File: src/hw/rtl/mclm_pkg.sv
// Shared constants, codes, stage payload types and helpers for the color merge.
// No dependencies; every other RTL file but the macros header imports it.
package mclm_pkg;

  localparam int CHANNELS      = 4;
  localparam int TABLE_ENTRIES = 256;
  localparam int SAMPLE_LANES  = 4;
  localparam int LANES         = (CHANNELS < SAMPLE_LANES) ? CHANNELS : SAMPLE_LANES;

  localparam int SAMPLE_W  = 8;
  localparam int SAMPLES_W = SAMPLE_LANES * SAMPLE_W;
  localparam int WEIGHT_W  = 17;
  localparam int IDX_W     = $clog2(TABLE_ENTRIES);
  localparam int CHAN_W    = 2;
  localparam int COLOR_W   = 8;
  localparam int SUM_W     = WEIGHT_W + $clog2(LANES);
  localparam int AVG_W     = SAMPLE_W + $clog2(LANES);
  localparam int CNT_W     = $clog2(LANES + 1);
  localparam int NUSED_W   = 3;

  localparam int SCALE_SHIFT  = 16;
  localparam int RECIP3       = 683;   // 2^11 / 3, exact for dividends below 2048
  localparam int RECIP3_SHIFT = 11;
  localparam int LUMA_W       = 16;
  localparam int LUMA_R       = 77;
  localparam int LUMA_G       = 151;
  localparam int LUMA_B       = 28;

  localparam int APB_DATA_W = 32;
  localparam int APB_ADDR_W = 4;

  localparam logic [NUSED_W-1:0]  RST_CHANNELS    = 3'd4;
  localparam logic                RST_BUILD_ALPHA = 1'b0;
  localparam logic [1:0]          RST_ALPHA_MODE  = 2'd0;
  localparam logic [SAMPLE_W-1:0] RST_THRESHOLD   = 8'd10;

  typedef enum logic {
    CMD_MERGE = 1'b0,
    CMD_LOAD  = 1'b1
  } cmd_t;

  typedef enum logic [1:0] {
    ALPHA_MEAN = 2'd0,
    ALPHA_MAX  = 2'd1,
    ALPHA_LUMA = 2'd2
  } alpha_mode_t;

  typedef enum logic [1:0] {
    REG_CHANNELS    = 2'd0,
    REG_BUILD_ALPHA = 2'd1,
    REG_ALPHA_MODE  = 2'd2,
    REG_THRESHOLD   = 2'd3
  } reg_idx_t;

  typedef logic [WEIGHT_W-1:0] weight_t;

  // bit layout matches the table word: red low, blue high
  typedef struct packed {
    weight_t blue;
    weight_t green;
    weight_t red;
  } entry_t;

  typedef struct packed {
    logic [NUSED_W-1:0]  channels;
    logic                build_alpha;
    logic [1:0]          alpha_mode;
    logic [SAMPLE_W-1:0] threshold;
  } cfg_t;

  typedef struct packed {
    logic [SUM_W-1:0]    sum_r;
    logic [SUM_W-1:0]    sum_g;
    logic [SUM_W-1:0]    sum_b;
    logic [SAMPLE_W-1:0] max_s;
    logic [AVG_W-1:0]    avg_sum;
    logic [CNT_W-1:0]    avg_cnt;
  } s2_t;

  typedef struct packed {
    logic [COLOR_W-1:0]  r;
    logic [COLOR_W-1:0]  g;
    logic [COLOR_W-1:0]  b;
    logic [SAMPLE_W-1:0] max_s;
    logic [SAMPLE_W-1:0] mean;
  } s3_t;

  // channel count saturated to the lanes that exist
  function automatic logic [NUSED_W-1:0] lanes_used(input logic [NUSED_W-1:0] ch);
    if (int'(ch) > LANES) begin
      return NUSED_W'(LANES);
    end
    return ch;
  endfunction

endpackage

File: src/hw/rtl/mclm_alpha.sv
// Stage 4: luminance, alpha selection and the output pixel register.
// Depends on mclm_pkg.
module mclm_alpha import mclm_pkg::*; (
  input  logic               clk,
  input  logic               en,
  input  cfg_t               cfg,
  input  s3_t                s3,
  output logic [COLOR_W-1:0] red_r,
  output logic [COLOR_W-1:0] green_r,
  output logic [COLOR_W-1:0] blue_r,
  output logic [COLOR_W-1:0] alpha_r
);

  logic [LUMA_W-1:0]  luma;
  logic [COLOR_W-1:0] alpha_nxt;

  assign luma = LUMA_W'(LUMA_R) * LUMA_W'(s3.r)
              + LUMA_W'(LUMA_G) * LUMA_W'(s3.g)
              + LUMA_W'(LUMA_B) * LUMA_W'(s3.b);

  always_comb begin
    alpha_nxt = '0;
    if (cfg.build_alpha && (lanes_used(cfg.channels) != '0)) begin
      unique case (cfg.alpha_mode)
        ALPHA_MEAN: alpha_nxt = s3.mean;
        ALPHA_MAX:  alpha_nxt = s3.max_s;
        default:    alpha_nxt = luma[LUMA_W-1:LUMA_W-COLOR_W];  // mode 3 acts as luma
      endcase
    end
  end

  always_ff @(posedge clk) begin
    if (en) begin
      red_r   <= s3.r;
      green_r <= s3.g;
      blue_r  <= s3.b;
      alpha_r <= alpha_nxt;
    end
  end

endmodule

File: config.mk
export PLATFORM = sky130hd
export DESIGN_NAME = mclm_alpha
export DESIGN_NICKNAME = d
export VERILOG_FILES = /design/src/hw/rtl/mclm_pkg.sv /design/src/hw/rtl/mclm_alpha.sv
export SDC_FILE = /design/constraint.sdc
export NUM_CORES = 1
export LEC_CHECK = 0
export ABC_AREA = 1
export CORE_MARGIN = 10
export CORE_UTILIZATION = 40
export DETAILED_ROUTE_END_ITERATION = 10
export DONT_BUFFER_PORTS = 1
export PLACE_DENSITY = 0.52
export SLEW_MARGIN = 20
export SYNTH_ARGS = -nofsm -noshare
export SYNTH_HDL_FRONTEND = slang
export SYNTH_SLANG_ARGS = --single-unit
File: constraint.sdc
create_clock -name clk -period 5.84 [get_ports clk]
set_input_delay 0 -clock clk [delete_from_list [all_inputs] [get_ports clk]]
set_output_delay 0 -clock clk [all_outputs]
set_load 0.02 [all_outputs]
# Word-level counts from Yosys, hierarchy flattened
# Index checks and enable logic that the tools add are counted.
[op_classes] n_addsub=2 mul=3 magnitude_cmp=1 eq_ne=1 mux=4 n_reduce_logical=3
[ops] op="$add A15 B16 Y16" count=1
[ops] op="$add A16 B13 Y16" count=1
[ops] op="$mul A8 B8 Y16 const A" count=1
[ops] op="$pmux W8 S2" count=1
[ops] op="$mul A7 B8 Y15 const A" count=1
[ops] op="$mul A3 B8 Y11 const A" count=1
[ops] op="$mux W3" count=2
[ops] op="$gt A3 B3 Y1 const B" count=1
[ops] op="$reduce_bool A3 Y1" count=1
[ops] op="$eq A2 B1 Y1 const B" count=1
[ops] op="$logic_not A2 Y1" count=1
[ops] op="$logic_and A1 B1 Y1" count=1
[ops] op="$mux W1" count=1
[word_totals] regBits=32 elab_cells=18

# Depth between registers and ports, before layout
# Gate-level depths: netlist of run 1.
[depth] word_depth=5 depth_mapped=24

# Worst setup path before layout of run 1
# OpenSTA, ideal clock, no wires.
[synth_path] path_type="input -> register" from="input port s3[29] in the netlist's numbering" to="register alpha_r[0], data pin" setup_time_ns=0.284 arrival_ns=4.225 required_ns=5.556 setup_slack_ns=1.330 cell_stages=17 n_path_buf=0 path_cell_list="fa_1 -> inv_1 -> fa_1 -> inv_1 -> fa_1 -> inv_1 -> fa_1 -> inv_1 -> fa_1 -> fa_1 -> ha_1 -> a21o_1 -> nor2_1 -> o21ai_2 -> xor2_1 -> a21oi_1 -> nor2_1"
[synth_between] elab_chain_len=4
[synth_rtl] element="start, declared" line="mclm_alpha.sv:7" text="input s3_t s3,"
[synth_rtl] element="$mul A8 B8 Y16" line="mclm_alpha.sv:18" text="+ LUMA_W'(LUMA_G) * LUMA_W'(s3.g)"
[synth_rtl] element="$add A15 B16 Y16" line="mclm_alpha.sv:18"
[synth_rtl] element="$add A16 B13 Y16" line="mclm_alpha.sv:19" text="+ LUMA_W'(LUMA_B) * LUMA_W'(s3.b);"
[synth_rtl] element="$pmux W8 S2" line="mclm_alpha.sv:24" text="unique case (cfg.alpha_mode)"
[synth_rtl] element="end signal, assigned" line="mclm_alpha.sv:37" text="alpha_r <= alpha_nxt;"
[synth_rtl] element="end, declared" line="mclm_alpha.sv:11" text="output logic [COLOR_W-1:0] alpha_r"
# Every way passes these cells.
# A chain may end at the register's enable or synchronous reset.

# Final worst setup path of run 1
[layout_path] from="input port s3[29] in the netlist's numbering" to="register alpha_r[5], data pin"
# The elaborated chain is that of the path after synthesis.

==> results of run 1 <==
layout by cell type (no fill, tap or decap):
cell type | Yosys | layout
a21oi_2 | 3 | 3
inv_1 | 151 | 151
xnor2_1 | 3 | 3
nand3_1 | 19 | 19
nor4_2 | 1 | 1
ha_1 | 74 | 74
buf_12 | 0 | 1
o21bai_1 | 1 | 1
xor2_1 | 6 | 6
nor2_1 | 13 | 13
a21oi_1 | 26 | 26
nand2_1 | 35 | 35
dlygate4sd3_1 | 0 | 25
o21ai_0 | 5 | 5
or2_1 | 1 | 1
o21ai_2 | 3 | 3
o31ai_1 | 1 | 1
clkinv_1 | 0 | 1
clkbuf_8 | 0 | 5
nand3_2 | 2 | 2
edfxtp_1 | 32 | 32
nand4_1 | 2 | 2
o21bai_2 | 1 | 1
nor2_2 | 1 | 1
o21ai_1 | 8 | 8
nand2_2 | 3 | 3
fa_1 | 61 | 61
o311ai_0 | 1 | 1
nand3b_1 | 3 | 3
clkbuf_1 | 0 | 2
o21a_1 | 1 | 1
a21o_1 | 1 | 1
sequential cells by signal, summed over array words and instances (netlist names):
signal,count
alpha_r,8
blue_r,8
green_r,8
red_r,8
cell families (layout without fill, tap and decap cells):
| kind of cell | after synthesis | count (layout) | synth area share |
|---|---|---|---|
| simple gates | 80 | 80 | 0.0840 |
| xor+xnor | 9 | 9 | 0.0177 |
| compound gates | 51 | 51 | 0.0669 |
| flops | 32 | 32 | 0.216 |
| fa+ha+maj | 135 | 135 | 0.482 |
| buf+inv | 154 | 185 | 0.133 |
Yosys cell counts (all sizes together), types with 2 or more instances:
master and n:
xor2 6, o21bai 2, inv 151, edfxtp 32, nand2 38, nand3 21
buf 3, o21ai 16, a21oi 29, nand3b 3, fa 61, nand4 2
ha 74, xnor2 3, nor2 14
layer usage:
layer / vias up / part of all wire
li1: 1482 / -
met1: 1489 / 0.43
met2: 49 / 0.52
met3: 9 / 0.045
met4: 0 / 0.010
met5: - / 0
metrics by stage:
step	hold slack (ns)	utilization	setup slack, ns	instance area, sq um	instances
global placement	0.0993	0.423	1.10	4600	598
floorplan	0.0989	-	1.33	4450	461
global route	0.00867	0.455	1.10	4950	632
detailed placement	0.0995	0.423	1.08	4600	598
finish	0.0114	0.455	1.37	4950	632
CTS	0.00592	0.455	1.37	4950	632
area by class of cell:
| type | instances | area (sq um) | share of cell area |
|---|---|---|---|
| multi-input cells | 275 | 2900 | 0.585 |
| flip-flops and latches | 32 | 961 | 0.194 |
| inverters | 151 | 567 | 0.114 |
| repair buffers | 26 | 270 | 0.0546 |
| well taps | 140 | 175 | 0.0354 |
| clock buffers | 7 | 76.3 | 0.0154 |
| clock inverters | 1 | 3.75 | 0.000758 |
critical path, cell delays in order:
cell and delay (ns):
fa_1 0.52, inv_1 0.05, fa_1 0.49, inv_1 0.05, fa_1 0.52, inv_1 0.05, fa_1 0.54, inv_1 0.06
fa_1 0.50, fa_1 0.43, ha_1 0.35, a21oi_1 0.27, o21ai_1 0.16, a21oi_1 0.20, nand3b_1 0.10, nand3_1 0.09
a21oi_1 0.07
path summary, 6_finish.rpt:
kind | start | end | slack, ns | depth (start not counted)
min | cfg[9] | alpha_r[4] | 0.01 | 2
max | s3[29] | alpha_r[5] | 1.37 | 17
==> impl_results.rst, run 1 <==
.. list-table::
   :header-rows: 1

   * - Metric
     - Value
   * - Type of element capturing the critical path
     - register
   * - Via count of the first global-routing pass
     - 3304
   * - Crit path time final
     - 4.47 ns
   * - Number of antenna diodes
     - 0
   * - Die Outline Area
     - 0.0158 sq mm
   * - Number of buffers inserted by hold repair at cts
     - 26
   * - Number of H-tree branching levels
     - 2
   * - Met3 Use GR
     - 0.0313
   * - Number of instances in the synthesized netlist
     - 461
   * - Number of unique standard cell types used by synthesis
     - 29
   * - Met2 demand-to-capacity share in global routing
     - 0.230
   * - Number of clock sinks
     - 32
   * - Final setup violating endpoints
     - 0
   * - Mean Syn Cell Area
     - 9.66 sq um
   * - Setup repair after global routing missed its margin
     - false
   * - Root Driver
     - clkbuf_8
   * - Horiz. Die Dim
     - 126 um
   * - Detail Route Antenna Nets
     - 0
   * - Status
     - finished, final reports clean
   * - Area share of the largest cell type after synthesis
     - 0.274
   * - Ratio of cells with drive above 1 in the final layout
     - 0.0407
   * - DPL Wire Length
     - 8.08 mm
   * - WS Path Type
     - input port to register
   * - Post-synth EDFFs
     - 32
   * - Worst path required time
     - 5.84 ns
   * - Highest net fanout along the worst path
     - 6
   * - GRT Total Usage
     - 0.130
   * - Post-synth design cell area
     - 0.00445 sq mm
   * - Growth of design area from synthesis to finish
     - 11.2%
   * - Max Fclk
     - 0.224 GHz
   * - Total Neg Setup Slack
     - 0 ns
   * - Average wire per standard cell
     - 15.6 um
   * - Pin slew with the least headroom to its limit
     - 1.01 ns
   * - Number of synthesized register bits
     - 32
   * - Fraction of the yosys area taken by sequential cells
     - 0.216
   * - Via-to-Cell Ratio
     - 4.79
   * - Number of CTS-inserted buffers
     - 5
   * - Wire length of the first global-routing pass
     - 16.6 mm
   * - TritonCTS clock tree
     - built
   * - Final worst-path cycle share
     - 0.765
   * - Final wirelength
     - 9.86 mm
   * - Slew margin rel.
     - 0.321
   * - Maximum clock path buffer count
     - 2
   * - Clock input transition at the sequential cells of the worst setup and hold paths
     - 0.07 ns
   * - Initial antenna violation count
     - 0
   * - Most Used Layer, Global Route
     - met2
   * - Largest cells by area after synthesis
     - fa_1, edfxtp_1, ha_1, inv_1, nand2_1
   * - Met1 Resource Use GR
     - 0.155
   * - Total core area
     - 0.0109 sq mm
   * - Net Count, Synth
     - 652
   * - Detailed router's first-iteration violation count
     - 106
   * - GP Congestion
     - 0.814
   * - IO Pins
     - 88
   * - Core Rows
     - 38
   * - Chip height
     - 126 um
   * - Fill count
     - 1061
   * - Crit path launch type
     - input port
   * - Post-layout nets
     - 682
   * - Routed via count
     - 3029
   * - Hold Crit Class
     - input port to register
   * - Pin count of the biggest net entering global routing
     - 33
   * - IO Port Bufs
     - 0
   * - Endpoint arrival time on the critical path
     - 4.46 ns
   * - Number of failing hold endpoints at the final stage
     - 0
   * - Setup repair bufs after CTS
     - 0
   * - Fraction of synthesis flops using an asynchronous set or reset pin
     - 0
   * - Final count of pins violating max slew
     - 0
   * - Synth warnings
     - 0
   * - Number of search-and-repair iterations in the first detailed-routing pass
     - 4
   * - Remaining global-route overflow
     - 0
   * - Cell type contributing the most total cell area after synthesis
     - fa_1
   * - DR DRC count
     - 0
   * - Starting density of the core
     - 0.409
   * - Primary FF master, synth
     - edfxtp_1
   * - Number of max-cap violations
     - 0
   * - CTS resizes
     - 0
Power of run 1 is left out: the tool's default activity adds up to more than one toggle a clock period on the data nets, which glitch-free logic cannot reach.
==> run 2, diff against run 1 <==
--- a/config.mk
+++ b/config.mk
@@ -10,7 +10,7 @@
 export CORE_UTILIZATION = 40
 export DETAILED_ROUTE_END_ITERATION = 10
 export DONT_BUFFER_PORTS = 1
-export PLACE_DENSITY = 0.52
+export PLACE_DENSITY = 0.54
 export SLEW_MARGIN = 20
 export SYNTH_ARGS = -nofsm -noshare
 export SYNTH_HDL_FRONTEND = slang
==> constraint.sdc (replaced) <==
create_clock -name clk -period 4 [get_ports clk]
set_input_delay 0 -clock clk [delete_from_list [all_inputs] [get_ports clk]]
set_output_delay 0 -clock clk [all_outputs]
set_load 0.02 [all_outputs]
==> impl_results.rst, run 2 (synthesis gave the netlist of run 1 again) <==
.. list-table::
   :header-rows: 1

   * - Metric
     - Value
   * - Cells along the critical path
     - fa_1, ha_2, inv_2, fa_2, o21ai_2, a21oi_2, o21bai_2, xor2_1, inv_1, ha_4, fa_1, inv_1, fa_1, inv_1, ha_4, nand2_4, nor4_4, nand2_1, buf_4, nand3_2, nand3_2, a21oi_2
   * - Detailed router's first-iteration violation count
     - 86
   * - Total core area
     - 0.0109 sq mm
   * - Average wire per standard cell
     - 15.7 um
   * - Root Driver
     - clkbuf_8
   * - Crit path time final
     - 4.14 ns
   * - Largest incremental delay on the critical path
     - 0.53 ns
   * - Bufs and invs on worst path
     - 5
   * - Number of H-tree branching levels
     - 2
   * - Failing checks
     - setup timing
   * - Post-Route Hold Slack
     - 0.0529 ns
   * - Core Rows
     - 38
   * - Number of clock sinks
     - 32
   * - Endpoint, Worst Hold
     - red_r[7]
   * - Wire length of the first global-routing pass
     - 17.6 mm
   * - Final setup violating endpoints
     - 8
   * - Setup repair after global routing missed its margin
     - true
   * - Pin count of the biggest net entering global routing
     - 33
   * - Path length in cells of the critical path
     - 22
   * - Most common cell after layout, fill and taps aside
     - inv_1
   * - Slowest CP cell
     - fa_1
   * - TritonCTS clock tree
     - built
   * - Clock input transition at the sequential cells of the worst setup and hold paths
     - 0.07 ns
   * - Hold Crit Class
     - input port to register
   * - Die Outline Area
     - 0.0158 sq mm
   * - Final worst-path cycle share
     - 1.04
   * - IO Port Bufs
     - 0
   * - Remaining global-route overflow
     - 0
   * - Number of cells on the worst hold path
     - 1
   * - Slew margin rel.
     - 0.514
   * - Final wirelength
     - 10.2 mm
   * - Number of max-cap violations
     - 0
   * - Number of antenna diodes
     - 0
   * - IO Pins
     - 88
   * - GP Congestion
     - 0.818
   * - Post-layout nets
     - 702
   * - Initial antenna violation count
     - 0
   * - Horiz. Die Dim
     - 126 um
   * - Routed via count
     - 3110
   * - Starting density of the core
     - 0.409
   * - Maximum clock path buffer count
     - 2
   * - Max Fclk
     - 0.242 GHz
   * - DPL Wire Length
     - 8.39 mm
   * - Share of the core filled with cells in the final layout
     - 0.489
   * - Final count of pins violating max slew
     - 0
   * - Commonest cells after routing, fill and taps aside
     - inv_1, ha_1, fa_1, edfxtp_1, nand2_1
   * - Number of failing hold endpoints at the final stage
     - 0
   * - Type of element capturing the critical path
     - register
   * - Chip height
     - 126 um
   * - Worst path required time
     - 4.15 ns
   * - Detail Route Antenna Nets
     - 0
   * - Pin slew with the least headroom to its limit
     - 0.724 ns
   * - Min-Delay Startpoint
     - en
   * - WS Path Type
     - input port to register
   * - GRT Total Usage
     - 0.137
   * - Via-to-Cell Ratio
     - 4.78
   * - Status
     - complete, but fails checks
   * - Number of search-and-repair iterations in the first detailed-routing pass
     - 4
   * - Via count of the first global-routing pass
     - 3516
   * - Cell family with most CP delay
     - adder cells
   * - Highest net fanout along the worst path
     - 4
   * - Ratio of cells with drive above 1 in the final layout
     - 0.159
   * - Number of CTS-inserted buffers
     - 5
   * - Crit path launch type
     - input port
   * - DR DRC count
     - 0
   * - Worst-case setup margin in the final layout
     - -0.140 ns
   * - Endpoint arrival time on the critical path
     - 4.29 ns
   * - Growth of design area from synthesis to finish
     - 19.5%
-- run 2: cell type report --
cell class | instances | area (sq um)
sequential | 32 | 961
multi-input combinational | 275 | 3120
fill | 1036 | 5570
timing repair buffer | 46 | 423
clock inverter | 2 | 7.51
inverter | 151 | 567
tap | 140 | 175
clock buffer | 5 | 68.8
-- run 2: how the worst max path moves through the flow --
| stage | start | slack, ns | to |
|---|---|---|---|
| 4_1_cts | s3[29] | -0.12 | alpha_r[0] |
| 3_3_place_gp | s3[16] | -0.43 | alpha_r[6] |
| 3_5_place_dp | s3[16] | -0.44 | alpha_r[6] |
| 6_report | s3[16] | -0.14 | alpha_r[7] |
| 5_1_grt | s3[16] | -0.35 | alpha_r[7] |
| 2_1_floorplan | s3[29] | -0.21 | alpha_r[0] |
-- run 2: stage by stage --
stage	TNS (ns)	cell area [sq um]	setup slack (ns)	instances
6_report	-0.745	5320	-0.140	651
5_1_grt	-2.48	5320	-0.354	651
4_1_cts	-0.726	5190	-0.122	648
3_5_place_dp	-3.23	4830	-0.441	615
3_3_place_gp	-2.94	4830	-0.432	615
2_1_floorplan	-1.36	4560	-0.213	461
-- run 2: per-layer routing --
layer  vias up  routed length, um  track usage
met5         -                  0            0
met4         0                 91       0.0318
met3         5                399       0.0304
met2        45               5250        0.244
met1      1540               4470        0.164
li1       1520                  -            -
-- run 2: timing repair --
item                                    in CTS  in global routing
hold buffers                                25                  2
gates cloned                                 0                  0
resized for setup                            6                 25
pin swaps                                    3                 13
hold endpoints to repair                    62                  3
endpoints found under the setup margin       8                  8
setup buffers                                1                  1
Power of run 2 is left out for the same reason.
==> run 3, diff against run 2 <==
--- a/config.mk
+++ b/config.mk
@@ -6,8 +6,10 @@
 export NUM_CORES = 1
 export LEC_CHECK = 0
 export ABC_AREA = 1
+export CORE_ASPECT_RATIO = 1.2
 export CORE_MARGIN = 10
 export CORE_UTILIZATION = 40
+export CTS_BUF_LIST = sky130_fd_sc_hd__clkbuf_4 sky130_fd_sc_hd__clkbuf_8
 export DETAILED_ROUTE_END_ITERATION = 10
 export DONT_BUFFER_PORTS = 1
 export PLACE_DENSITY = 0.54
==> constraint.sdc (replaced) <==
create_clock -name clk -period 3.76 [get_ports clk]
set_input_delay 0 -clock clk [delete_from_list [all_inputs] [get_ports clk]]
set_output_delay 0 -clock clk [all_outputs]
set_load 0.02 [all_outputs]
==> impl_results.rst, run 3 (synthesis gave the netlist of run 1 again) <==
.. list-table::
   :header-rows: 1

   * - Metric
     - Value
   * - Highest net fanout along the worst path
     - 6
   * - Commonest cells after routing, fill and taps aside
     - inv_1, ha_1, fa_1, edfxtp_1, nand2_1
   * - Largest incremental delay on the critical path
     - 0.54 ns
   * - Crit path time final
     - 4.13 ns
   * - Pin slew with the least headroom to its limit
     - 0.968 ns
   * - Maximum clock path buffer count
     - 2
   * - Root Driver
     - clkbuf_8
   * - Ratio of cells with drive above 1 in the final layout
     - 0.144
   * - DPL Wire Length
     - 8.46 mm
   * - Setup repair after global routing missed its margin
     - true
   * - Placed Cells
     - 610
   * - Total Neg Setup Slack
     - -2.53 ns
   * - Via-to-Cell Ratio
     - 4.74
   * - Number of CTS-inserted buffers
     - 5
   * - Detailed router's first-iteration violation count
     - 76
   * - Core Rows
     - 42
   * - Endpoint arrival time on the critical path
     - 4.14 ns
   * - Via count of the first global-routing pass
     - 3460
   * - TritonCTS clock tree
     - built
   * - Routed via count
     - 3060
   * - IO Port Bufs
     - 0
   * - Total core area
     - 0.0110 sq mm
   * - Final worst-path cycle share
     - 1.10
   * - Detail Route Antenna Nets
     - 0
   * - Number of antenna diodes
     - 0
   * - Final setup violating endpoints
     - 8
   * - Number of max-cap violations
     - 0
   * - GP Congestion
     - 0.851
   * - Crit path launch type
     - input port
   * - Hold Crit Class
     - input port to register
   * - Number of clock sinks
     - 32
   * - Chip height
     - 136 um
   * - DR DRC count
     - 0
   * - Most common cell after layout, fill and taps aside
     - inv_1
   * - Average wire per standard cell
     - 15.6 um
   * - WS Path Type
     - input port to register
   * - Number of search-and-repair iterations in the first detailed-routing pass
     - 4
   * - Clock input transition at the sequential cells of the worst setup and hold paths
     - 0.08 ns
   * - Pin count of the biggest net entering global routing
     - 33
   * - Cells along the critical path
     - fa_1, inv_1, fa_1, inv_1, fa_1, inv_2, fa_1, inv_1, fa_1, fa_1, ha_4, a21o_1, nand2_1, nand2_2, a21oi_2, nand3b_1, nand3_1, a21oi_1
   * - Remaining global-route overflow
     - 0
   * - Slew margin rel.
     - 0.349
   * - Worst path required time
     - 3.77 ns
   * - Failing checks
     - setup timing
   * - Number of H-tree branching levels
     - 2
   * - Post-layout nets
     - 703
   * - Final count of pins violating max slew
     - 0
   * - Wire length of the first global-routing pass
     - 17.4 mm
   * - Growth of design area from synthesis to finish
     - 18.5%
   * - Worst-case setup margin in the final layout
     - -0.373 ns
   * - Slowest CP cell
     - fa_1
   * - Post-Route Hold Slack
     - 0.0448 ns
   * - Most used cell, CP
     - fa_1
   * - Setup WS pre-CTS
     - -0.683 ns
   * - Status
     - complete, but fails checks
   * - Final wirelength
     - 10.1 mm
   * - Type of element capturing the critical path
     - register
   * - IO Pins
     - 88
   * - Die Outline Area
     - 0.0158 sq mm
   * - Number of standard cells in the layout, taps in and fillers out
     - 645
   * - Initial antenna violation count
     - 0
   * - GRT Total Usage
     - 0.140
   * - Max Fclk
     - 0.242 GHz
   * - Starting density of the core
     - 0.405
   * - Number of failing hold endpoints at the final stage
     - 0
   * - Horiz. Die Dim
     - 116 um
run 3: cell types whose count changed in the layout (fill, tap and decap cells not counted), moves of 2 or more:
cell        previous run  this run
nand2_1               27        31
buf_4                 19        21
nand3_2                4         2
nand2_2                8         4
clkinvlp_4             0         2
a21oi_1               16        21
nand3_1               17        19
a21oi_2               12         7
run 3: cell type report:
cell class | count | area, sq um
clock buffer | 5 | 68.8
timing repair buffer | 47 | 428
tap | 132 | 165
clock inverter | 3 | 18.8
inverter | 151 | 567
sequential | 32 | 961
multi-input combinational | 275 | 3070
fill | 1032 | 5700
run 3: worst max-delay path: cells and delay by family:
kind	cells	cell delay, ns
adders and majority gates	7	3.20
and+or+nand+nor	4	0.33
AOI/OAI and AO/OA	3	0.42
buffers and inverters	4	0.19
run 3: routing by layer:
layer | up-vias | routed length (um) | part of all wire | track usage
met5 | - | 0 | 0 | 0
met4 | 0 | 138 | 0.014 | 0.0362
met3 | 13 | 585 | 0.058 | 0.0350
met1 | 1457 | 4470 | 0.44 | 0.175
met2 | 71 | 4880 | 0.48 | 0.234
li1 | 1519 | - | - | -
run 3: path summary, 6_finish.rpt:
check	start	end	cells past startpoint
max	s3[29]	alpha_r[6]	18
min	en	red_r[1]	1
run 3: repair_timing:
action / 4_1_cts / 5_1_grt
hold buffers: 25 / 1
endpoints found under the hold margin: 64 / 1
setup endpoints to repair: 8 / 8
resized for setup: 8 / 12
pin swaps: 5 / 5
buffers inserted: 1 / 0
run 3: through the flow:
step	instance area (sq um)	utilization
floorplan	4560	-
global placement	4840	0.441
detailed placement	4840	0.441
CTS	5210	0.474
global route	5280	0.481
finish	5280	0.481
Power of run 3 is left out for the same reason.
